==> src/rtl/core/sap_pkg.sv <==
// package for the shelf atlas packer: constants, types and opcodes
package sap_pkg;

  localparam int MAX_PAGES_DEF = 8;
  localparam int MAX_SHELVES_DEF = 16;
  localparam int DIM_W = 15;
  localparam int SUM_W = 17;
  localparam int PGOUT_W = 3;
  localparam int PUSED_W = 4;
  localparam int CFG_IDX_W = 1;

  localparam logic [CFG_IDX_W-1:0] REG_PAGE_WIDTH = 1'b0;
  localparam logic [CFG_IDX_W-1:0] REG_PAGE_HEIGHT = 1'b1;

  localparam logic OP_PLACE = 1'b0;
  localparam logic OP_CLEAR = 1'b1;

  typedef enum logic [1:0] {
    ST_IDLE,
    ST_SCAN,
    ST_DONE
  } state_t;

  typedef struct packed {
    logic [DIM_W-1:0] top;
    logic [DIM_W-1:0] height;
    logic [DIM_W-1:0] fill;
  } shelf_t;

endpackage

==> src/rtl/core/sap_cell.sv <==
// one shelf slot cell of the circular row: holds a shelf and takes its neighbor's on each shift
module sap_cell
  import sap_pkg::*;
(
  input  logic   clk,
  input  logic   shift,
  input  shelf_t din,
  output shelf_t dout
);

  shelf_t shelf;

  always_ff @(posedge clk) begin
    if (shift) begin
      shelf <= din;
    end
  end

  assign dout = shelf;

endmodule

==> src/rtl/core/sap_ctrl.sv <==
// sequencer: walks the rotating shelf row page by page and forms the result
module sap_ctrl
  import sap_pkg::*;
#(
  parameter int MAX_PAGES = MAX_PAGES_DEF,
  parameter int MAX_SHELVES = MAX_SHELVES_DEF
)
(
  input  logic               clk,
  input  logic               rst,
  input  logic               in_valid,
  output logic               in_ready,
  input  logic               op,
  input  logic [DIM_W-1:0]   tile_size,
  output logic               out_valid,
  input  logic               out_ready,
  output logic               placed,
  output logic [PGOUT_W-1:0] page_number,
  output logic [DIM_W-1:0]   pos_x,
  output logic [DIM_W-1:0]   pos_y,
  output logic [PUSED_W-1:0] pages_used,
  input  logic [DIM_W-1:0]   page_width,
  input  logic [DIM_W-1:0]   page_height,
  input  shelf_t             head,
  output shelf_t             wrap,
  output logic               shift
);

  localparam int PG_W = (MAX_PAGES > 1) ? $clog2(MAX_PAGES) : 1;
  localparam int SH_W = (MAX_SHELVES > 1) ? $clog2(MAX_SHELVES) : 1;
  localparam int SC_W = $clog2(MAX_SHELVES + 1);
  localparam int PC_W = $clog2(MAX_PAGES + 1);

  // the row rotates one slot a cycle while scanning; pg and sh name the slot at the head
  state_t state, state_next;
  logic [PG_W-1:0] pg;
  logic [SH_W-1:0] sh;
  logic [PC_W-1:0] open_pages;
  logic [SC_W-1:0] shelves [MAX_PAGES];
  logic [DIM_W-1:0] size;
  logic [SUM_W-1:0] bottom;
  logic settled;

  logic [SC_W-1:0] cnt;
  logic [SUM_W-1:0] fit_x, head_bot, new_bot;
  logic scan, live, fresh, fits, take, try_new, append, open_new, settle;
  logic last_sh, last_slot, clear;

  assign cnt = shelves[pg];
  assign fit_x = SUM_W'(head.fill) + SUM_W'(size);
  assign head_bot = SUM_W'(head.top) + SUM_W'(head.height);
  assign new_bot = bottom + SUM_W'(size);
  assign fits = (fit_x <= SUM_W'(page_width)) && (head_bot < SUM_W'(page_height));
  assign scan = (state == ST_SCAN) && !settled;
  assign live = (PC_W'(pg) < open_pages);
  assign fresh = (PC_W'(pg) == open_pages) && (open_pages < PC_W'(MAX_PAGES))
                 && (sh == '0);
  assign take = scan && live && (SC_W'(sh) < cnt) && fits;
  assign try_new = scan && ((live && (SC_W'(sh) == cnt)) || fresh);
  assign append = try_new && (new_bot <= SUM_W'(page_height));
  assign open_new = scan && fresh;
  assign settle = take || append || open_new;
  assign last_sh = (sh == SH_W'(MAX_SHELVES - 1));
  assign last_slot = last_sh && (pg == PG_W'(MAX_PAGES - 1));
  assign clear = (state == ST_IDLE) && in_valid && (op == OP_CLEAR);

  // shelf leaving the head, updated when taken or newly opened
  always_comb begin
    wrap = head;
    if (take) begin
      wrap.fill = head.fill + size;
      if (size > head.height) begin
        wrap.height = size;
      end
    end else if (append) begin
      wrap.top = bottom[DIM_W-1:0];
      wrap.height = size;
      wrap.fill = size;
    end
  end

  always_comb begin
    state_next = state;
    unique case (state)
      ST_IDLE: begin
        if (in_valid) begin
          state_next = (op == OP_CLEAR) ? ST_DONE : ST_SCAN;
        end
      end
      ST_SCAN: begin
        if (last_slot) begin
          state_next = ST_DONE;
        end
      end
      ST_DONE: begin
        if (out_ready) begin
          state_next = ST_IDLE;
        end
      end
      default: state_next = ST_IDLE;
    endcase
  end

  always_comb begin
    in_ready = (state == ST_IDLE);
    out_valid = (state == ST_DONE);
    shift = (state == ST_SCAN);
  end

  always_ff @(posedge clk) begin
    if (rst) begin
      state <= ST_IDLE;
      open_pages <= '0;
      for (int i = 0; i < MAX_PAGES; i++) shelves[i] <= '0;
    end else begin
      state <= state_next;
      if (clear) begin
        open_pages <= '0;
        for (int i = 0; i < MAX_PAGES; i++) shelves[i] <= '0;
      end
      if (append) begin
        shelves[pg] <= cnt + SC_W'(1);
      end
      if (open_new) begin
        open_pages <= open_pages + PC_W'(1);
      end
    end
  end

  always_ff @(posedge clk) begin
    unique case (state)
      ST_IDLE: begin
        size <= tile_size;
        pg <= '0;
        sh <= '0;
        bottom <= '0;
        settled <= 1'b0;
        placed <= 1'b0;
        page_number <= '0;
        pos_x <= '0;
        pos_y <= '0;
      end
      ST_SCAN: begin
        sh <= last_sh ? '0 : sh + SH_W'(1);
        if (last_sh) begin
          pg <= pg + PG_W'(1);
          bottom <= '0;
        end else if (live && SC_W'(sh) < cnt) begin
          bottom <= head_bot;
        end
        if (settle) begin
          settled <= 1'b1;
        end
        if (take) begin
          placed <= 1'b1;
          page_number <= PGOUT_W'(pg);
          pos_x <= head.fill;
          pos_y <= head.top;
        end else if (append) begin
          placed <= 1'b1;
          page_number <= PGOUT_W'(pg);
          pos_x <= '0;
          pos_y <= bottom[DIM_W-1:0];
        end
      end
      default: ;
    endcase
  end

  assign pages_used = PUSED_W'(open_pages);

endmodule

==> src/rtl/core/shelf_atlas_packer.sv <==
// top level of the shelf atlas packer: config registers, shelf cell ring and sequencer
// a place beat walks the whole ring once, one slot a cycle: MAX_PAGES*MAX_SHELVES (128) steps
// a place result is valid once the scan has passed every slot of the ring
// one beat at a time; the next beat can be taken in the cycle after the result beat leaves
// a clear result is valid in the cycle after the clear is accepted
// reset clears page and shelf counts and sets both page sizes to 4096; shelf data is not cleared
module shelf_atlas_packer
  import sap_pkg::*;
#(
  parameter int MAX_PAGES = MAX_PAGES_DEF,
  parameter int MAX_SHELVES = MAX_SHELVES_DEF
)
(
  input  logic               clk,
  input  logic               rst,
  input  logic               in_valid,
  output logic               in_ready,
  input  logic               op,
  input  logic [DIM_W-1:0]   tile_size,
  output logic               out_valid,
  input  logic               out_ready,
  output logic               placed,
  output logic [PGOUT_W-1:0] page_number,
  output logic [DIM_W-1:0]   pos_x,
  output logic [DIM_W-1:0]   pos_y,
  output logic [PUSED_W-1:0] pages_used,
  input  logic               cfg_we,
  input  logic [CFG_IDX_W-1:0] cfg_index,
  input  logic [DIM_W-1:0]   cfg_data
);

  localparam int SLOTS = MAX_PAGES * MAX_SHELVES;

  logic [DIM_W-1:0] page_width, page_height;
  logic   shift;
  shelf_t wrap;
  shelf_t shelf [SLOTS];

  always_ff @(posedge clk) begin
    if (rst) begin
      page_width <= DIM_W'(4096);
      page_height <= DIM_W'(4096);
    end else if (cfg_we) begin
      unique case (cfg_index)
        REG_PAGE_WIDTH: page_width <= cfg_data;
        REG_PAGE_HEIGHT: page_height <= cfg_data;
        default: ;
      endcase
    end
  end

  sap_ctrl #(
    .MAX_PAGES(MAX_PAGES),
    .MAX_SHELVES(MAX_SHELVES)
  ) u_ctrl (
    .clk, .rst, .in_valid, .in_ready, .op, .tile_size,
    .out_valid, .out_ready, .placed, .page_number, .pos_x, .pos_y, .pages_used,
    .page_width, .page_height,
    .head(shelf[0]), .wrap, .shift
  );

  // cell 0 is the head; the updated head shelf re-enters at the far end
  for (genvar i = 0; i < SLOTS; i++) begin : g_cell
    if (i == SLOTS - 1) begin : g_tail
      sap_cell u_cell (
        .clk, .shift,
        .din(wrap),
        .dout(shelf[i])
      );
    end else begin : g_body
      sap_cell u_cell (
        .clk, .shift,
        .din(shelf[i+1]),
        .dout(shelf[i])
      );
    end
  end

endmodule
==> config.mk <==
export PLATFORM = sky130hd
export DESIGN_NAME = shelf_atlas_packer
export DESIGN_NICKNAME = d
export VERILOG_FILES = /design/src/rtl/core/sap_pkg.sv /design/src/rtl/core/sap_cell.sv /design/src/rtl/core/sap_ctrl.sv /design/src/rtl/core/shelf_atlas_packer.sv
export SDC_FILE = /design/constraint.sdc
export NUM_CORES = 2
export LEC_CHECK = 0
export BUFFER_PORTS_ARGS = -buffer_cell sky130_fd_sc_hd__buf_2
export CORE_MARGIN = 3
export CORE_UTILIZATION = 38
export DETAILED_ROUTE_END_ITERATION = 8
export PLACE_DENSITY = 0.58
export SETUP_SLACK_MARGIN = 0.3
export SLEW_MARGIN = 40
export SYNTH_ARGS = -nofsm -noshare
export SYNTH_HDL_FRONTEND = slang
export SYNTH_HIERARCHICAL = 1
export SYNTH_SLANG_ARGS = --single-unit
==> constraint.sdc <==
create_clock -name clk -period 177.3 [get_ports clk]
set_input_delay 44.325 -clock clk [delete_from_list [all_inputs] [get_ports clk]]
set_output_delay 44.325 -clock clk [all_outputs]
set_load 0.005 [all_outputs]
# Yosys cells after proc, flatten, opt, wreduce, memory -nomap -nowiden
# Memory sizes are Yosys's and may differ from the RTL's. A register that Yosys moved wholly into a read port is not among the register bits.
# Cells that the tools add are included.
dict set report word_totals {
  in_bits 37
  out_inout_bits 40
  ff_bits 5870
  memories 1
  mem_bits_rw 40
}
dict set report op_classes {
  addsub 8
  mux 52
  order_cmp 7
  n_eq_ne 13
  bitwise 9
  n_reduce_logical 31
}
# memory depth word_bits rd rd_clocked_by_memory_dff write_ports line_no
set memory_table {}
lappend memory_table {u_ctrl.shelves 8 5 1 1 8 sap_ctrl.sv:39} ;# logic [SC_W-1:0] shelves [MAX_PAGES];
# operator count
set ops {}
lappend ops {{15-bit two-way mux} 6}
lappend ops {{15-bit one-hot mux with 2 select lines} 2}
lappend ops {{45-bit two-way mux} 1}
lappend ops {{5-bit two-way mux} 9}
lappend ops {{17-bit by 15-bit less-or-equal comparator with 1-bit output} 2}
lappend ops {{17-bit two-way mux} 2}
lappend ops {{17-bit one-hot mux with 2 select lines} 1}
lappend ops {{15-bit by 15-bit adder with 16-bit output} 2}
lappend ops {{30-bit two-way mux} 1}
lappend ops {{17-bit by 15-bit adder with 17-bit output} 1}
lappend ops {{17-bit by 15-bit less-than comparator with 1-bit output} 1}
lappend ops {{15-bit adder} 1}
lappend ops {{15-bit greater-than comparator} 1}
lappend ops {{1-bit logical AND} 15}
lappend ops {{3-bit two-way mux} 5}
lappend ops {{1-bit two-way mux} 12}
lappend ops {{4-bit two-way mux} 3}
lappend ops {{3-bit one-hot mux with 2 select lines} 2}
lappend ops {{2-bit AND reduction} 6}
lappend ops {{4-bit by 1-bit adder with 4-bit output, second input constant} 2}
lappend ops {{2-bit two-way mux} 4}
lappend ops {{2-bit inequality test, second input constant} 4}
lappend ops {{1-bit OR} 8}
lappend ops {{4-bit one-hot mux with 2 select lines} 1}
lappend ops {{23 further kinds} 28}

# Logic depth before layout (Yosys ltp)
dict set report logic_depth {
  depth_word 11
  mapped_depth 21
}

# Cells and area by module
# Netlist, hierarchy kept.
# module area_per_inst_um2 instances seq_area_each_um2 cells_each
set modules_own_cells {}
lappend modules_own_cells {sap_cell 1351.3 128 1351.3 45}
lappend modules_own_cells {sap_ctrl 9536.6 1 3573.4 936}
lappend modules_own_cells {shelf_atlas_packer 1249.9 1 600.6 115}

# Worst setup path before layout
# Ideal clock, no wire load.
dict set report synth_path {
  path_type {reg2reg}
  from {register u_ctrl.state[1]}
  to {register u_ctrl.placed (data pin)}
  required_time_ps 153839
  t_arrival_ps 111416
  path_stages_with_launch 4
  path_slack_ps 42424
  setup_time_ps 23461
  path_buffers 0
  period_less_slack_ps 134876
  path_cell_list {dfxtp_1 inv_2 nand2_1 inv_1}
}
dict set report synth_between {
  elab_chain_len 7
  elab_cells_between_ends 8
}
# element line_no
set synth_lines {}
lappend synth_lines {{start: declaration} sap_ctrl.sv:35} ;# state_t state, state_next;
lappend synth_lines {{start signal: assignment} sap_ctrl.sv:116} ;# state <= state_next;
lappend synth_lines {{2-bit by 1-bit equality test with 1-bit output (*)} n/a}
lappend synth_lines {{via shift} shelf_atlas_packer.sv:35} ;# logic shift;
lappend synth_lines {{1-bit logical AND} sap_ctrl.sv:54} ;# assign scan = (state == ST_SCAN) && !settled;
lappend synth_lines {{1-bit logical AND (3 in a row)} sap_ctrl.sv:58} ;# assign take = scan && live && (SC_W'(sh) < cnt) && fits;
lappend synth_lines {{1-bit two-way mux} sap_ctrl.sv:154} ;# if (take) begin
lappend synth_lines {{1-bit one-hot mux with 2 select lines (*)} sap_ctrl.sv:131} ;# unique case (state)
lappend synth_lines {{end signal: assignment} sap_ctrl.sv:138} ;# placed <= 1'b0;
lappend synth_lines {{end signal: assignment} sap_ctrl.sv:155} ;# placed <= 1'b1;
lappend synth_lines {{end signal: assignment} sap_ctrl.sv:160} ;# placed <= 1'b1;
lappend synth_lines {{end: declaration} sap_ctrl.sv:17} ;# output logic placed,
# Mark *: on every way through the listed nets, which the timed path passes. The rest lies on a longest branch.
# A chain may end at the register's enable or synchronous reset.

# Worst setup path in the final report
dict set report layout_path {
  from {register u_ctrl.state[1]}
  to {output port out_valid}
}
dict set report layout_between {
  elab_chain_len 1
}
# element line_no
set layout_lines {}
lappend layout_lines {{2-bit equality test} sap_ctrl.sv:106} ;# out_valid = (state == ST_DONE);
lappend layout_lines {{end: declaration} shelf_atlas_packer.sv:20} ;# output logic out_valid,
# No other way between the ends.

==> metrics.md <==
| Metric | Value |
|---|---|
| Vias in the first global route | `64,010` |
| Die W | `roughly 700 µm` |
| Fill count | `39,660` |
| Root Driver | `clkbuf_16` |
| Area grow syn2layout | `14.54%` |
| Status | `finished clean` |
| Core ar. | `480,200 µm²` |
| Leak | `66.55 nW` |
| Startpoint type of the worst setup path | `flop` |
| Ys flop type | `edfxtp_1` |
| Skew-Pair Late Insertion Delay | `1.00 ns` |
| RSZ-0062 raised after global routing | `false` |
| CTS Buffer Depth | `4` |
| Relative slew slack | `33.90%` |
| Post-route ant nets | `0` |
| Starting Density | `38.27%` |
| Largest net degree at the start of global routing | `180` |
| Post-synth EDFFs | `5,873` |
| Vias | `approximately 65,000` |
| Share of cells above drive strength 1 | `between 10 and 15%` |
| Sequential share of the synthesized area | `between 90 and 100%` |
| Vias per cell | `4.517` |
| Buf+Inv Stages, Crit Path | `2` |
| Area leader, netlist | `edfxtp_1` |
| Final setup TNS | `0 ns` |
| Post-Syn Nets | `roughly 7,000` |
| Fin nets | `7,641` |
| IO Port Bufs | `76` |
| First-pass GRT wire length | `approximately 380 mm` |
| CTS tree | `yes` |
| Critical path type | `reg2out` |
| Synth Register Bits | `approximately 6,000` |
| Crit path cell chain | `inv_2 > nor2_1 > buf_2` |
| Worst Path Required | `132.98 ns` |
| Most common cell after layout, fill and taps aside | `edfxtp_1` |
| Smallest hold slack | `0.3961 ns` |
| CP delay by family, top | `flip-flops` |
| Final Hold Vio Count | `0` |
| Residual DRC | `0` |
| Max VDD drop | `0.01078 mV` |
| Area of the multi-input gates | `between 6000 and 7000 µm²` |
| FF+latch area | `177,100 µm²` |
| Avg Synthesized Cell Area | `26.98 µm²` |
| Min cycle time layout | `46.16 ns` |
| Die Ht | `701.4 µm` |
| Max-cap violation count | `0` |
| Post-DP HPWL | `120.0 mm` |
| Clock skew | `0.04072 ns` |
| Mapped Area | `183,800 µm²` |
| Synth area leaders | `edfxtp_1 (96%), ha_1 (0.80%), dfxtp_1 (0.42%)` |
| Period utilization | `roughly a quarter` |
| Initial antenna violation count | `14` |
| Io pins | `77` |
| CP max-delay cell | `dfxtp_1` |
| Cts bufs inserted | `548` |
| # hold bufs at CTS | `0` |
| GPL Wtd Cong | `0.7764` |
| Dpl ws | `130.95 ns` |
| Library cells used by synthesis | `67` |
| H-tree levels | `6` |
| Post-synth ARST share | `0%` |
| Setup WS post-layout | `131.14 ns` |
| CP Max Fanout | `8` |
| Synth top area share | `95.98%` |
| WL/cell | `17.29 µm` |
| Final setup fails | `0` |
| Detailed Routing Iterations Pass 1 | `5` |
| Slowest Stage Delay on Critical Path | `0.44 ns` |
| Grt total ovfl | `0` |
| Mapped Cells | `between 6,000 and 7,000` |
| Clock sink count | `5,912` |
| Critical Path End Type | `primary output` |
| Worst-path clk slew | `0.06 ns` |
| DIE AREA | `491,900 µm²` |
| Row Count | `254` |
| Overall Global Routing Usage | `under 10%` |
| Final slew viol count | `0` |
| YS warnings | `6` |
| Power Density | `13.45 nW/µm²` |
| Hold crit path type | `reg2reg` |
| Slew @ Worst Pin | `0.9879 ns` |
| Quantity of gates resized following cts | `0` |
| Violation count after the first detailed-route iteration | `6,633` |
| Final WL | `247.3 mm` |
| Most frequent cells in the layout | `edfxtp_1 (5,873), clkbuf_16 (562), clkinv_1 (121), clkbuf_1 (121), ha_1 (117)` |
| Peak Freq | `0.02166 GHz` |
| Post-CTS setup buffers | `0` |
| Crit path DAT | `1.84 ns` |
state kept, by name, summed over array words and instances, names as in the netlist, named ones only:
register / cells
g_cell.g_body.u_cell/dout: 5715
g_cell.g_tail.u_cell/dout: 45
u_ctrl/shelves: 40
u_ctrl/bottom: 16
page_height: 15
page_width: 15
u_ctrl/pos_x: 15
u_ctrl/pos_y: 15
u_ctrl/size: 15
u_ctrl/pages_used: 4
u_ctrl/sh: 4
u_ctrl/page_number: 3
u_ctrl/pg: 3
u_ctrl/state: 2
u_ctrl/placed: 1
u_ctrl/settled: 1
cell usage after synthesis, types with 2 or more instances:
| master | n |
|---|---|
| o211ai_1 | 3 |
| a31oi_1 | 5 |
| buf_6 | 2 |
| or2_2 | 5 |
| o31ai_1 | 6 |
| o21ai_0 | 56 |
| nand3b_1 | 2 |
| buf_4 | 3 |
| nor4b_1 | 2 |
| ha_1 | 117 |
| dfxtp_1 | 39 |
| nand2_1 | 45 |
| mux2_4 | 9 |
| buf_1 | 2 |
| mux2_1 | 12 |
| and2_1 | 33 |
| or3_1 | 3 |
| a22oi_1 | 2 |
| nor4_1 | 41 |
| a21o_1 | 18 |
| buf_2 | 7 |
| a211oi_1 | 15 |
| xor2_1 | 8 |
| a21oi_1 | 58 |
| nor2b_1 | 11 |
| and3_1 | 9 |
| nor3_1 | 12 |
| nand3_1 | 18 |
| xnor2_1 | 33 |
| mux2_2 | 16 |
| nand4_1 | 12 |
| edfxtp_1 | 5873 |
| or4b_4 | 2 |
| fa_1 | 3 |
| inv_1 | 71 |
| mux2i_1 | 61 |
| o21bai_1 | 4 |
| nor2_1 | 69 |
| a22o_1 | 3 |
| mux4_2 | 10 |
| o21a_1 | 12 |
| nand2b_1 | 51 |
| clkbuf_1 | 24 |
final cells by class:
| type | count | area share [%] |
|---|---|---|
| well taps | 6400 | 3.805 |
| flip-flops and latches | 5912 | 84.17 |
| diodes | 3 | 0.003567 |
| clock inverters | 284 | 1.322 |
| inverters | 72 | 0.1344 |
| multi-input cells | 788 | 2.952 |
| clock buffers | 684 | 6.904 |
| repair buffers | 162 | 0.7122 |
per-stage QoR:
step | power, mW | instance area [µm²] | cells | utilization, %
2_1_floorplan | 2.157 | 183800 | 6811 | -
3_3_place_gp | 1.732 | 192600 | 13320 | 40.11
3_5_place_dp | 1.737 | 192900 | 13330 | 40.18
4_1_cts | 2.877 | 210300 | 14300 | 43.78
5_1_grt | 2.946 | 210500 | 14300 | 43.83
6_report | 2.830 | 210500 | 14310 | 43.83
where the power goes:
group	switching (mW)	leakage, nW	internal [mW]
Clock	0.488	8.39	0.636
Combinational	0.0540	3.70	0.0162
Sequential	0.0223	54.5	1.61
Total	0.564	66.5	2.27
worst paths after layout:
| path | slack, ns | cells after the start | endpoint | from |
|---|---|---|---|---|
| setup / recovery | 131.14 | 3 | out_valid | u_ctrl/state[1]$_SDFFE_PP0P_ |
| hold reg to reg | 0.40 | 0 | g_cell[2].g_body.u_cell/dout[31]$_DFFE_PP_ | g_cell[3].g_body.u_cell/dout[31]$_DFFE_PP_ |
| hold / removal | 0.40 | 0 | g_cell[2].g_body.u_cell/dout[31]$_DFFE_PP_ | g_cell[3].g_body.u_cell/dout[31]$_DFFE_PP_ |
| setup reg to reg | 169.80 | 13 | g_cell[75].g_body.u_cell/dout[34]$_DFFE_PP_ | u_ctrl/state[1]$_SDFFE_PP0P_ |
routing by layer:
metal	global-route usage [%]	part of all wire (%)	vias up
met2	12.85	41	1376
li1	-	-	28940
met4	3.798	3.4	0
met5	0	0	-
met1	15.59	50	33750
met3	1.975	5.5	556
cells by family after synthesis:
| family | count (synthesis) | share of synthesized area (%) |
|---|---|---|
| DFF | 5912 | 96.40 |
| and+or+nand+nor | 321 | 0.9363 |
| AOI/OAI and AO/OA | 196 | 0.6660 |
| adders and majority gates | 120 | 0.8294 |
| buffers and inverters | 111 | 0.2519 |
| muxes | 110 | 0.7197 |
| xor gates and xnor gates | 41 | 0.1954 |
worst register-to-register path, stage by stage, from the launching register on:
cell	delay (ns)
dfxtp_1	0.37
inv_2	0.16
nand2_1	0.13
buf_4	0.29
clkinv_8	0.47
buf_6	0.60
buf_12	0.50
buf_16	0.44
clkbuf_8	0.73
buf_6	0.65
buf_4	0.77
buf_6	0.68
buf_6	0.65
buf_6	0.65
Note: power is estimated with default switching activity, not from simulation.
